===== src/bmon_pkg.sv =====
// Shared constants, item types and register codes of the battery average monitor.
package bmon_pkg;

    localparam int WINDOW_LENGTH = 10;

    localparam int ADC_W      = 12;
    localparam int MV_W       = 13;
    localparam int MV_MAX     = 8191;
    localparam int LEVEL_W    = 15;
    localparam int OFFSET_W   = 11;
    localparam int CFG_IDX_W  = 2;
    localparam int CFG_DATA_W = 15;

    // counts * SCALE_Q16 >> SCALE_SHIFT gives millivolts
    localparam int SCALE_Q16   = 103071;
    localparam int SCALE_W     = 17;
    localparam int SCALE_SHIFT = 16;
    localparam int RAW_W       = ADC_W + SCALE_W;

    // signed sum of a converted sample and the offset
    localparam int CAL_W = MV_W + 2;

    localparam int IDX_W = $clog2(WINDOW_LENGTH);
    localparam int SUM_W = $clog2(WINDOW_LENGTH * MV_MAX + 1);

    // divide by the window length as a multiply by a rounded-up reciprocal
    localparam int DIV_SHIFT = 21;
    localparam int DIV_RECIP = (2 ** DIV_SHIFT + WINDOW_LENGTH - 1) / WINDOW_LENGTH;
    localparam int PROD_W    = SUM_W + DIV_SHIFT;

    localparam logic [LEVEL_W-1:0] WARNING_LEVEL_RESET = LEVEL_W'(3500);
    localparam logic [LEVEL_W-1:0] SHUTOFF_LEVEL_RESET = LEVEL_W'(3300);

    typedef enum logic {
        OP_SAMPLE = 1'b0,
        OP_TICK   = 1'b1
    } opcode_t;

    typedef enum logic [CFG_IDX_W-1:0] {
        CFG_WARNING_LEVEL = 2'd0,
        CFG_SHUTOFF_LEVEL = 2'd1,
        CFG_CAL_ENABLE    = 2'd2,
        CFG_CAL_OFFSET    = 2'd3
    } cfg_index_t;

    typedef struct packed {
        logic             opcode;
        logic [ADC_W-1:0] adc_count;
        logic             power_good;
    } in_item_t;

    typedef struct packed {
        logic [MV_W-1:0] instant_mv;
        logic [MV_W-1:0] average_mv;
        logic            radio_on_request;
        logic            shutoff_alert;
        logic            warning_alert;
    } out_item_t;

    typedef struct packed {
        logic [SUM_W-1:0] sum;
        logic [MV_W-1:0]  latest;
        logic             full;
    } win_stat_t;

endpackage


===== src/bmon_window.sv =====
// Sample ring with running sum, latest value and window-full flag.
module bmon_window (
    input  logic                        aclk,
    input  logic                        aresetn,
    input  logic                        push,
    input  logic [bmon_pkg::MV_W-1:0]   mv,
    output bmon_pkg::win_stat_t         stat
);

    logic [bmon_pkg::MV_W-1:0]  ring_reg [bmon_pkg::WINDOW_LENGTH];
    logic [bmon_pkg::IDX_W-1:0] idx_reg;
    logic [bmon_pkg::IDX_W-1:0] idx_next;
    logic [bmon_pkg::SUM_W-1:0] sum_reg;
    logic [bmon_pkg::SUM_W-1:0] sum_next;
    logic [bmon_pkg::SUM_W-1:0] sum_base;
    logic [bmon_pkg::MV_W-1:0]  latest_reg;
    logic                       full_reg;
    logic                       idx_last;

    assign idx_last = (idx_reg == bmon_pkg::IDX_W'(bmon_pkg::WINDOW_LENGTH - 1));
    assign idx_next = idx_last ? '0 : idx_reg + 1'b1;

    // drop the oldest entry once every slot holds a sample
    assign sum_base = full_reg ? sum_reg - bmon_pkg::SUM_W'(ring_reg[idx_reg]) : sum_reg;
    assign sum_next = sum_base + bmon_pkg::SUM_W'(mv);

    always_ff @(posedge aclk) begin
        if (push) begin
            ring_reg[idx_reg] <= mv;
        end
    end

    always_ff @(posedge aclk) begin
        if (!aresetn) begin
            idx_reg    <= '0;
            sum_reg    <= '0;
            latest_reg <= '0;
            full_reg   <= 1'b0;
        end else if (push) begin
            idx_reg    <= idx_next;
            sum_reg    <= sum_next;
            latest_reg <= mv;
            if (idx_last) begin
                full_reg <= 1'b1;
            end
        end
    end

    assign stat.sum    = sum_reg;
    assign stat.latest = latest_reg;
    assign stat.full   = full_reg;

endmodule


===== src/battery_average_low_voltage_monitor_core.sv =====
// Top level of the battery average and low-voltage monitor.
//
// Requests enter on s_valid/s_ready/s_data: a converter sample (opcode 0)
// or a monitor tick (opcode 1) carrying the power-good bit. Every request
// yields exactly one result on m_valid/m_ready/m_data, in request order.
// A sample updates the 10-entry window and reports the new instant and
// average voltage; a tick compares the average with the shut-off and
// warning levels and raises each one-shot alert once, until power good
// clears both latches (and asks for the radio to be switched on again if
// the shut-off alert had fired).
// The datapath is a five-stage pipeline: input register, scale multiply,
// calibration, window update, divide multiply, then the result register.
// One request per cycle is sustained while m_ready stays high.
// When m_ready is low, requests keep flowing into empty stages; s_ready
// drops only once every stage and the result register are full.
// Reset (aresetn low, synchronous) empties the pipeline, clears the window
// and the alert latches, and restores the level and calibration registers.
// Write cfg_we/cfg_index/cfg_wdata only while no request is in flight.
module battery_average_low_voltage_monitor_core (
    input  logic                            aclk,
    input  logic                            aresetn,
    input  logic                            s_valid,
    output logic                            s_ready,
    input  bmon_pkg::in_item_t              s_data,
    output logic                            m_valid,
    input  logic                            m_ready,
    output bmon_pkg::out_item_t             m_data,
    input  logic                            cfg_we,
    input  logic [bmon_pkg::CFG_IDX_W-1:0]  cfg_index,
    input  logic [bmon_pkg::CFG_DATA_W-1:0] cfg_wdata
);

    // configuration
    logic [bmon_pkg::LEVEL_W-1:0]  warn_level_reg;
    logic [bmon_pkg::LEVEL_W-1:0]  shut_level_reg;
    logic                          cal_en_reg;
    logic [bmon_pkg::OFFSET_W-1:0] cal_off_reg;

    // stage handshake
    logic cap1, cap2, cap3, cap4, cap5, cap_out;

    logic                 v1_reg;
    bmon_pkg::in_item_t   in1_reg;

    logic                        v2_reg;
    logic                        op2_reg;
    logic                        pg2_reg;
    logic [bmon_pkg::MV_W-1:0]   raw2_reg;
    logic [bmon_pkg::RAW_W-1:0]  raw_prod;

    logic                              v3_reg;
    logic                              op3_reg;
    logic                              pg3_reg;
    logic [bmon_pkg::MV_W-1:0]         mv3_reg;
    logic signed [bmon_pkg::CAL_W-1:0] cal_sum;
    logic [bmon_pkg::MV_W-1:0]         cal_mv;

    logic                 v4_reg;
    logic                 op4_reg;
    logic                 pg4_reg;
    logic                 win_push;
    bmon_pkg::win_stat_t  win_stat;

    logic                        v5_reg;
    logic                        op5_reg;
    logic                        pg5_reg;
    logic [bmon_pkg::MV_W-1:0]   latest5_reg;
    logic                        full5_reg;
    logic [bmon_pkg::PROD_W-1:0] quot5_reg;
    logic [bmon_pkg::MV_W-1:0]   avg5;

    logic                 m_valid_reg;
    bmon_pkg::out_item_t  m_data_reg;
    bmon_pkg::out_item_t  m_data_next;

    logic warn_latched_reg, warn_latched_next;
    logic shut_latched_reg, shut_latched_next;
    logic is_tick, shut_hit, warn_hit, ld_out;

    // a stage can load when it is empty or its content moves on
    assign cap_out = !m_valid_reg || m_ready;
    assign cap5    = !v5_reg || cap_out;
    assign cap4    = !v4_reg || cap5;
    assign cap3    = !v3_reg || cap4;
    assign cap2    = !v2_reg || cap3;
    assign cap1    = !v1_reg || cap2;
    assign s_ready = cap1;

    always_ff @(posedge aclk) begin
        if (!aresetn) begin
            warn_level_reg <= bmon_pkg::WARNING_LEVEL_RESET;
            shut_level_reg <= bmon_pkg::SHUTOFF_LEVEL_RESET;
            cal_en_reg     <= 1'b0;
            cal_off_reg    <= '0;
        end else if (cfg_we) begin
            unique case (bmon_pkg::cfg_index_t'(cfg_index))
                bmon_pkg::CFG_WARNING_LEVEL: warn_level_reg <= cfg_wdata;
                bmon_pkg::CFG_SHUTOFF_LEVEL: shut_level_reg <= cfg_wdata;
                bmon_pkg::CFG_CAL_ENABLE:    cal_en_reg     <= cfg_wdata[0];
                bmon_pkg::CFG_CAL_OFFSET:    cal_off_reg    <= cfg_wdata[bmon_pkg::OFFSET_W-1:0];
            endcase
        end
    end

    always_ff @(posedge aclk) begin
        if (!aresetn) begin
            v1_reg      <= 1'b0;
            v2_reg      <= 1'b0;
            v3_reg      <= 1'b0;
            v4_reg      <= 1'b0;
            v5_reg      <= 1'b0;
            m_valid_reg <= 1'b0;
        end else begin
            if (cap1)    v1_reg      <= s_valid;
            if (cap2)    v2_reg      <= v1_reg;
            if (cap3)    v3_reg      <= v2_reg;
            if (cap4)    v4_reg      <= v3_reg;
            if (cap5)    v5_reg      <= v4_reg;
            if (cap_out) m_valid_reg <= v5_reg;
        end
    end

    // stage 1: request register
    always_ff @(posedge aclk) begin
        if (cap1 && s_valid) begin
            in1_reg <= s_data;
        end
    end

    // stage 2: scale counts to millivolts
    assign raw_prod = bmon_pkg::RAW_W'(in1_reg.adc_count) *
                      bmon_pkg::RAW_W'(bmon_pkg::SCALE_Q16);

    always_ff @(posedge aclk) begin
        if (cap2 && v1_reg) begin
            op2_reg  <= in1_reg.opcode;
            pg2_reg  <= in1_reg.power_good;
            raw2_reg <= raw_prod[bmon_pkg::SCALE_SHIFT +: bmon_pkg::MV_W];
        end
    end

    // stage 3: with calibration enabled, add the offset and clamp to the millivolt range
    assign cal_sum = $signed({2'b00, raw2_reg}) +
                     $signed({{(bmon_pkg::CAL_W - bmon_pkg::OFFSET_W){
                               cal_off_reg[bmon_pkg::OFFSET_W-1]}}, cal_off_reg});

    always_comb begin
        priority if (!cal_en_reg) begin
            cal_mv = raw2_reg;
        end else if (cal_sum[bmon_pkg::CAL_W-1]) begin
            cal_mv = '0;
        end else if (cal_sum[bmon_pkg::CAL_W-2:bmon_pkg::MV_W] != '0) begin
            cal_mv = bmon_pkg::MV_W'(bmon_pkg::MV_MAX);
        end else begin
            cal_mv = cal_sum[bmon_pkg::MV_W-1:0];
        end
    end

    always_ff @(posedge aclk) begin
        if (cap3 && v2_reg) begin
            op3_reg <= op2_reg;
            pg3_reg <= pg2_reg;
            mv3_reg <= cal_mv;
        end
    end

    // stage 4: window state doubles as this stage's payload
    assign win_push = cap4 && v3_reg && (op3_reg == bmon_pkg::OP_SAMPLE);

    bmon_window u_window (
        .aclk    (aclk),
        .aresetn (aresetn),
        .push    (win_push),
        .mv      (mv3_reg),
        .stat    (win_stat)
    );

    always_ff @(posedge aclk) begin
        if (cap4 && v3_reg) begin
            op4_reg <= op3_reg;
            pg4_reg <= pg3_reg;
        end
    end

    // stage 5: sum times reciprocal of the window length
    always_ff @(posedge aclk) begin
        if (cap5 && v4_reg) begin
            op5_reg     <= op4_reg;
            pg5_reg     <= pg4_reg;
            latest5_reg <= win_stat.latest;
            full5_reg   <= win_stat.full;
            quot5_reg   <= bmon_pkg::PROD_W'(win_stat.sum) *
                           bmon_pkg::PROD_W'(bmon_pkg::DIV_RECIP);
        end
    end

    assign avg5 = full5_reg ? quot5_reg[bmon_pkg::DIV_SHIFT +: bmon_pkg::MV_W] : latest5_reg;

    // result stage: level checks and one-shot latches
    assign ld_out   = cap_out && v5_reg;
    assign is_tick  = (op5_reg == bmon_pkg::OP_TICK);
    assign shut_hit = is_tick && !pg5_reg && !shut_latched_reg &&
                      (bmon_pkg::LEVEL_W'(avg5) < shut_level_reg);
    assign warn_hit = is_tick && !pg5_reg && !warn_latched_reg &&
                      (bmon_pkg::LEVEL_W'(avg5) < warn_level_reg);

    always_comb begin
        shut_latched_next = shut_latched_reg;
        warn_latched_next = warn_latched_reg;
        if (is_tick) begin
            if (pg5_reg) begin
                shut_latched_next = 1'b0;
                warn_latched_next = 1'b0;
            end else begin
                shut_latched_next = shut_latched_reg || shut_hit;
                warn_latched_next = warn_latched_reg || warn_hit;
            end
        end
    end

    always_comb begin
        m_data_next.instant_mv       = latest5_reg;
        m_data_next.average_mv       = avg5;
        m_data_next.radio_on_request = is_tick && pg5_reg && shut_latched_reg;
        m_data_next.shutoff_alert    = shut_hit;
        m_data_next.warning_alert    = warn_hit;
    end

    always_ff @(posedge aclk) begin
        if (!aresetn) begin
            shut_latched_reg <= 1'b0;
            warn_latched_reg <= 1'b0;
        end else if (ld_out) begin
            shut_latched_reg <= shut_latched_next;
            warn_latched_reg <= warn_latched_next;
        end
    end

    always_ff @(posedge aclk) begin
        if (ld_out) begin
            m_data_reg <= m_data_next;
        end
    end

    assign m_valid = m_valid_reg;
    assign m_data  = m_data_reg;

    // input stalls only behind a full pipeline and a held result
    a_stall_source: assert property (@(posedge aclk) disable iff (!aresetn)
        !s_ready |-> (m_valid_reg && !m_ready))
        else $error("request stalled with room in the pipeline");

    // radio-on comes from a power-good tick, which never raises an alert
    a_radio_excl: assert property (@(posedge aclk) disable iff (!aresetn)
        m_valid_reg && m_data_reg.radio_on_request |->
            (!m_data_reg.shutoff_alert && !m_data_reg.warning_alert))
        else $error("radio-on request together with an alert");

    // window stays full once every slot has a sample
    a_full_sticky: assert property (@(posedge aclk) disable iff (!aresetn)
        win_stat.full |=> win_stat.full)
        else $error("window-full flag cleared");

    // a shut-off alert leaves the latch set
    a_shut_latch: assert property (@(posedge aclk) disable iff (!aresetn)
        ld_out && shut_hit |=> shut_latched_reg)
        else $error("shut-off alert without latch");

endmodule

===== config.mk =====
export PLATFORM = sky130hd
export DESIGN_NAME = battery_average_low_voltage_monitor_core
export DESIGN_NICKNAME = d
export VERILOG_FILES = /design/src/bmon_pkg.sv /design/src/bmon_window.sv /design/src/battery_average_low_voltage_monitor_core.sv
export SDC_FILE = /design/constraint.sdc
export NUM_CORES = 1
export LEC_CHECK = 0
export BUFFER_PORTS_ARGS = -buffer_cell sky130_fd_sc_hd__buf_2
export CAP_MARGIN = 20
export CORE_MARGIN = 4
export CORE_UTILIZATION = 59
export CTS_BUF_LIST = sky130_fd_sc_hd__clkbuf_4 sky130_fd_sc_hd__clkbuf_8
export DETAILED_ROUTE_END_ITERATION = 12
export PLACE_DENSITY = 0.8
export SLEW_MARGIN = 10
export SYNTH_ARGS = -nofsm -noshare
export SYNTH_HDL_FRONTEND = slang
export SYNTH_SLANG_ARGS = --single-unit

===== constraint.sdc =====
create_clock -name aclk -period 5.9 [get_ports aclk]
set_clock_uncertainty 0.15 [all_clocks]
set_input_delay 0.59 -clock aclk [delete_from_list [all_inputs] [get_ports aclk]]
set_output_delay 0.59 -clock aclk [all_outputs]
set_load 0.1 [all_outputs]

==> run_results.csv <==
group,metric,value,unit
timing,min_period,5.70,ns
cts,cts_tree,"done",
placement,place_congestion,0.915,
worst_setup_path,cp-start-kind,"flip-flop",
yosys,async_flop_share,0,
yosys,synth_warnings,0,
routing,wl_met1,20.3,mm
cts,clockBufferDepth,3,
timing,fmax,176,MHz
cts,cts_buffers,50,
routing,wl_per_cell,18.6,um
routing,postRouteAntennaNets,0,
floorplanning,initial_core_util,0.597,
pwr,ir_worst_vdd,0.532,mV
outcome,outcome,"finished clean",
timing,worst_pin_slew,1.04,ns
worst_setup_path,endpoint_kind,"flip-flop",
routing,wl_met3,2.27,mm
routing,wirelength,47.8,mm
yosys,synth_edf_count,234,
cts,clock_latency,0.59,ns
final_layout,final_common_cell,"inv_1",
grt,grt_max_degree,46,
grt,grt.total_usage,0.234,
worst_setup_path,critPathKind,"flip-flop to flip-flop",
pwr,p_leak,11.2,nW
routing,drtPass1Iterations,5,
timing,relSlewSlack,0.309,
timing,finalSetupTns,0,ns
min_path,hold_depth,1,
yosys,synth_cell_types,71,
worst_setup_path,crit_required,6.08,ns
floorplanning,fp.dieH,200,um
cts,clock_sinks,323,
yosys,syn_inst,1889,
routing,drt_iter0_markers,911,
placement,io_buffer_count,66,
timing,drv_slew,0,
final_layout,insertedDiodeCount,0,
floorplanning,dieWidth,200,um
yosys,seq_area_frac_synth,0.403,
worst_setup_path,r2r-start,"u_window.sum_reg[0]",
timing,setup_viol,0,
worst_setup_path,cp_max_fo,4,
routing,drc,0,
min_path,hp-start,"s_data[2]",
grt,antenna_found_initial,0,
worst_setup_path,reg2regPathDepth,21,
floorplanning,fp-row-count,70,
yosys,synth_ff_type,"edfxtp_1",
grt,grt_pass1_wl,77.1,mm
worst_setup_path,reg2reg_to,"quot5_reg[33]",
yosys,syn_area,0.0219,sq mm
floorplanning,io_pins,67,
routing,route.met2.wl,24.0,mm
run,max_cap_viol_count,0,
worst_setup_path,worst_ep_arrival_time,5.88,ns
pwr,powerDensity,276,mW/mm^2
worst_setup_path,r2r_setup_slack,0.20,ns
yosys,synth-seq-cells,323,
grt,grt_overflow,0,
floorplanning,die-area,0.0402,sq mm
routing,vias_per_cell,5.70,
timing,post-route-period-util,0.966,
min_path,hold_class,"primary input to flip-flop",
routing,vias,14700,
final_layout,area_delta_synth_final,12.6,%
grt,grt_pass1_vias,15000,
cts,h-tree-depth,2,
yosys,synth_area_per_cell,11.6,sq um
final_layout,nets,2532,
floorplanning,core-area,0.0366,sq mm
final_layout,most-common-layout-cells,"307 x inv_1, 283 x ha_1, 234 x edfxtp_1",
timing,holdWs,0.0429,ns
timing,hold_violations,0,
placement,dp_hpwl,36.7,mm
cts,clock-root-buffer,"clkbuf_8",
final_layout,final_layout_size_suffix_gt1_frac,0.175,
min_path,min_to,"in1_reg[2]",
cts,clkSlewWorstSetupHoldPaths,0.06,ns
yosys,synth_fp_nets,2361,
final_layout,largest_register_ffs,130,
routing,top_layer,"met4",
==> power breakdown <==
part / total (mW) / internal (mW) / leakage [nW] / switching [mW]
Combinational: 2.11 / 0.962 / 7.68 / 1.15
Sequential: 2.66 / 2.58 / 2.90 / 0.0838
Clock: 2.01 / 1.14 / 0.583 / 0.873
==> worst max-delay path by stage <==
stage / startpoint / endpoint / slack, ns / cells past startpoint
after floorplan: flip-flop / u_window.sum_reg[16] / 0.1 / 22
after global placement: u_window.sum_reg[6] / quot5_reg[31] / 0.1 / 21
after detailed placement: u_window.sum_reg[2] / quot5_reg[31] / -0.08 / 21
after CTS: u_window.sum_reg[7] / quot5_reg[31] / 0.001 / 21
after global routing: u_window.sum_reg[13] / quot5_reg[33] / -0.0006 / 22
final: u_window.sum_reg[0] / quot5_reg[33] / 0.20 / 21
==> per-stage QoR <==
stage | std cells | utilization | power, mW | setup slack, ns | instance area, sq um
4_1_cts | 2568 | 0.669 | 6.81 | 0.00135 | 24500
3_5_place_dp | 2472 | 0.637 | 4.78 | -0.0771 | 23300
3_3_place_gp | 2471 | 0.637 | 4.67 | 0.0982 | 23300
2_1_floorplan | 1889 | - | 4.26 | 0.0966 | 21900
6_report | 2570 | 0.672 | 6.78 | 0.203 | 24600
5_1_grt | 2570 | 0.672 | 7.24 | -0.000586 | 24600
==> cells in the mapped netlist (all sizes together) (8+ instances only) <==
library cell | instances | area share
inv | 308 | 0.053
ha | 289 | 0.17
edfxtp | 234 | 0.32
nand2 | 164 | 0.028
fa | 147 | 0.13
a21oi | 114 | 0.026
dfxtp | 89 | 0.082
nor2 | 71 | 0.012
o21ai | 58 | 0.013
xnor2 | 49 | 0.020
clkbuf | 34 | 0.0058
mux2 | 34 | 0.018
mux4 | 26 | 0.027
nor3 | 22 | 0.0053
a21o | 20 | 0.0069
nor2b | 20 | 0.0057
mux2i | 16 | 0.0073
nand2b | 15 | 0.0043
o211ai | 14 | 0.0048
o21a | 14 | 0.0048
xor2 | 14 | 0.0056
a211oi | 13 | 0.0049
o221a | 13 | 0.0067
nand3 | 12 | 0.0027
buf | 8 | 0.0014
or3 | 8 | 0.0023
==> repair_timing <==
action                     CTS  global route
hold endpoints to repair     2             0
hold buffers                 2             0
setup endpoints to repair    3            12
setup buffers                0             2
pin swaps                    2             7
resized for setup            3            33
gates cloned                 0             0
==> per-layer routing <==
| metal | vias up | GRT usage |
|---|---|---|
| met5 | - | 0 |
| met4 | 0 | 0.0602 |
| met3 | 105 | 0.0279 |
| met2 | 388 | 0.409 |
| met1 | 7287 | 0.316 |
| li1 | 6880 | - |
==> worst max-delay path, stage by stage, from the launching register on <==
cell and delay [ns]:
dfxtp_1 0.34, ha_1 0.37, ha_1 0.31, inv_1 0.05, fa_1 0.53, inv_1 0.06
fa_1 0.50, fa_1 0.56, inv_1 0.06, fa_1 0.54, inv_1 0.04, ha_1 0.32
a21oi_2 0.15, o21ai_1 0.11, a221o_1 0.32, a21oi_2 0.12, buf_4 0.15, o21ai_2 0.08
a32oi_2 0.26, a21oi_1 0.14, a21oi_1 0.20, xnor2_1 0.09
==> cell families after synthesis <==
logic type,after synthesis,synth area share
multiplexers,76,0.0518
AND/OR/NAND/NOR,345,0.0713
AO/OA/AOI/OAI,295,0.0873
flip-flops,323,0.403
XOR/XNOR,63,0.0261
adder cells (fa/ha/maj),436,0.300
buffers and inverters,351,0.0603
==> final cells by class <==
cell class                      instances  area [sq um]
Clock inverter                         18           156
Fill cell                            2580         12000
Multi-Input combinational cell       1215         11900
Tap cell                              468           586
Inverter                              309          1160
Timing Repair Buffer                  161          1060
Sequential cell                       323          8820
Clock buffer                           76           958
(Power assumes the default switching activity.)
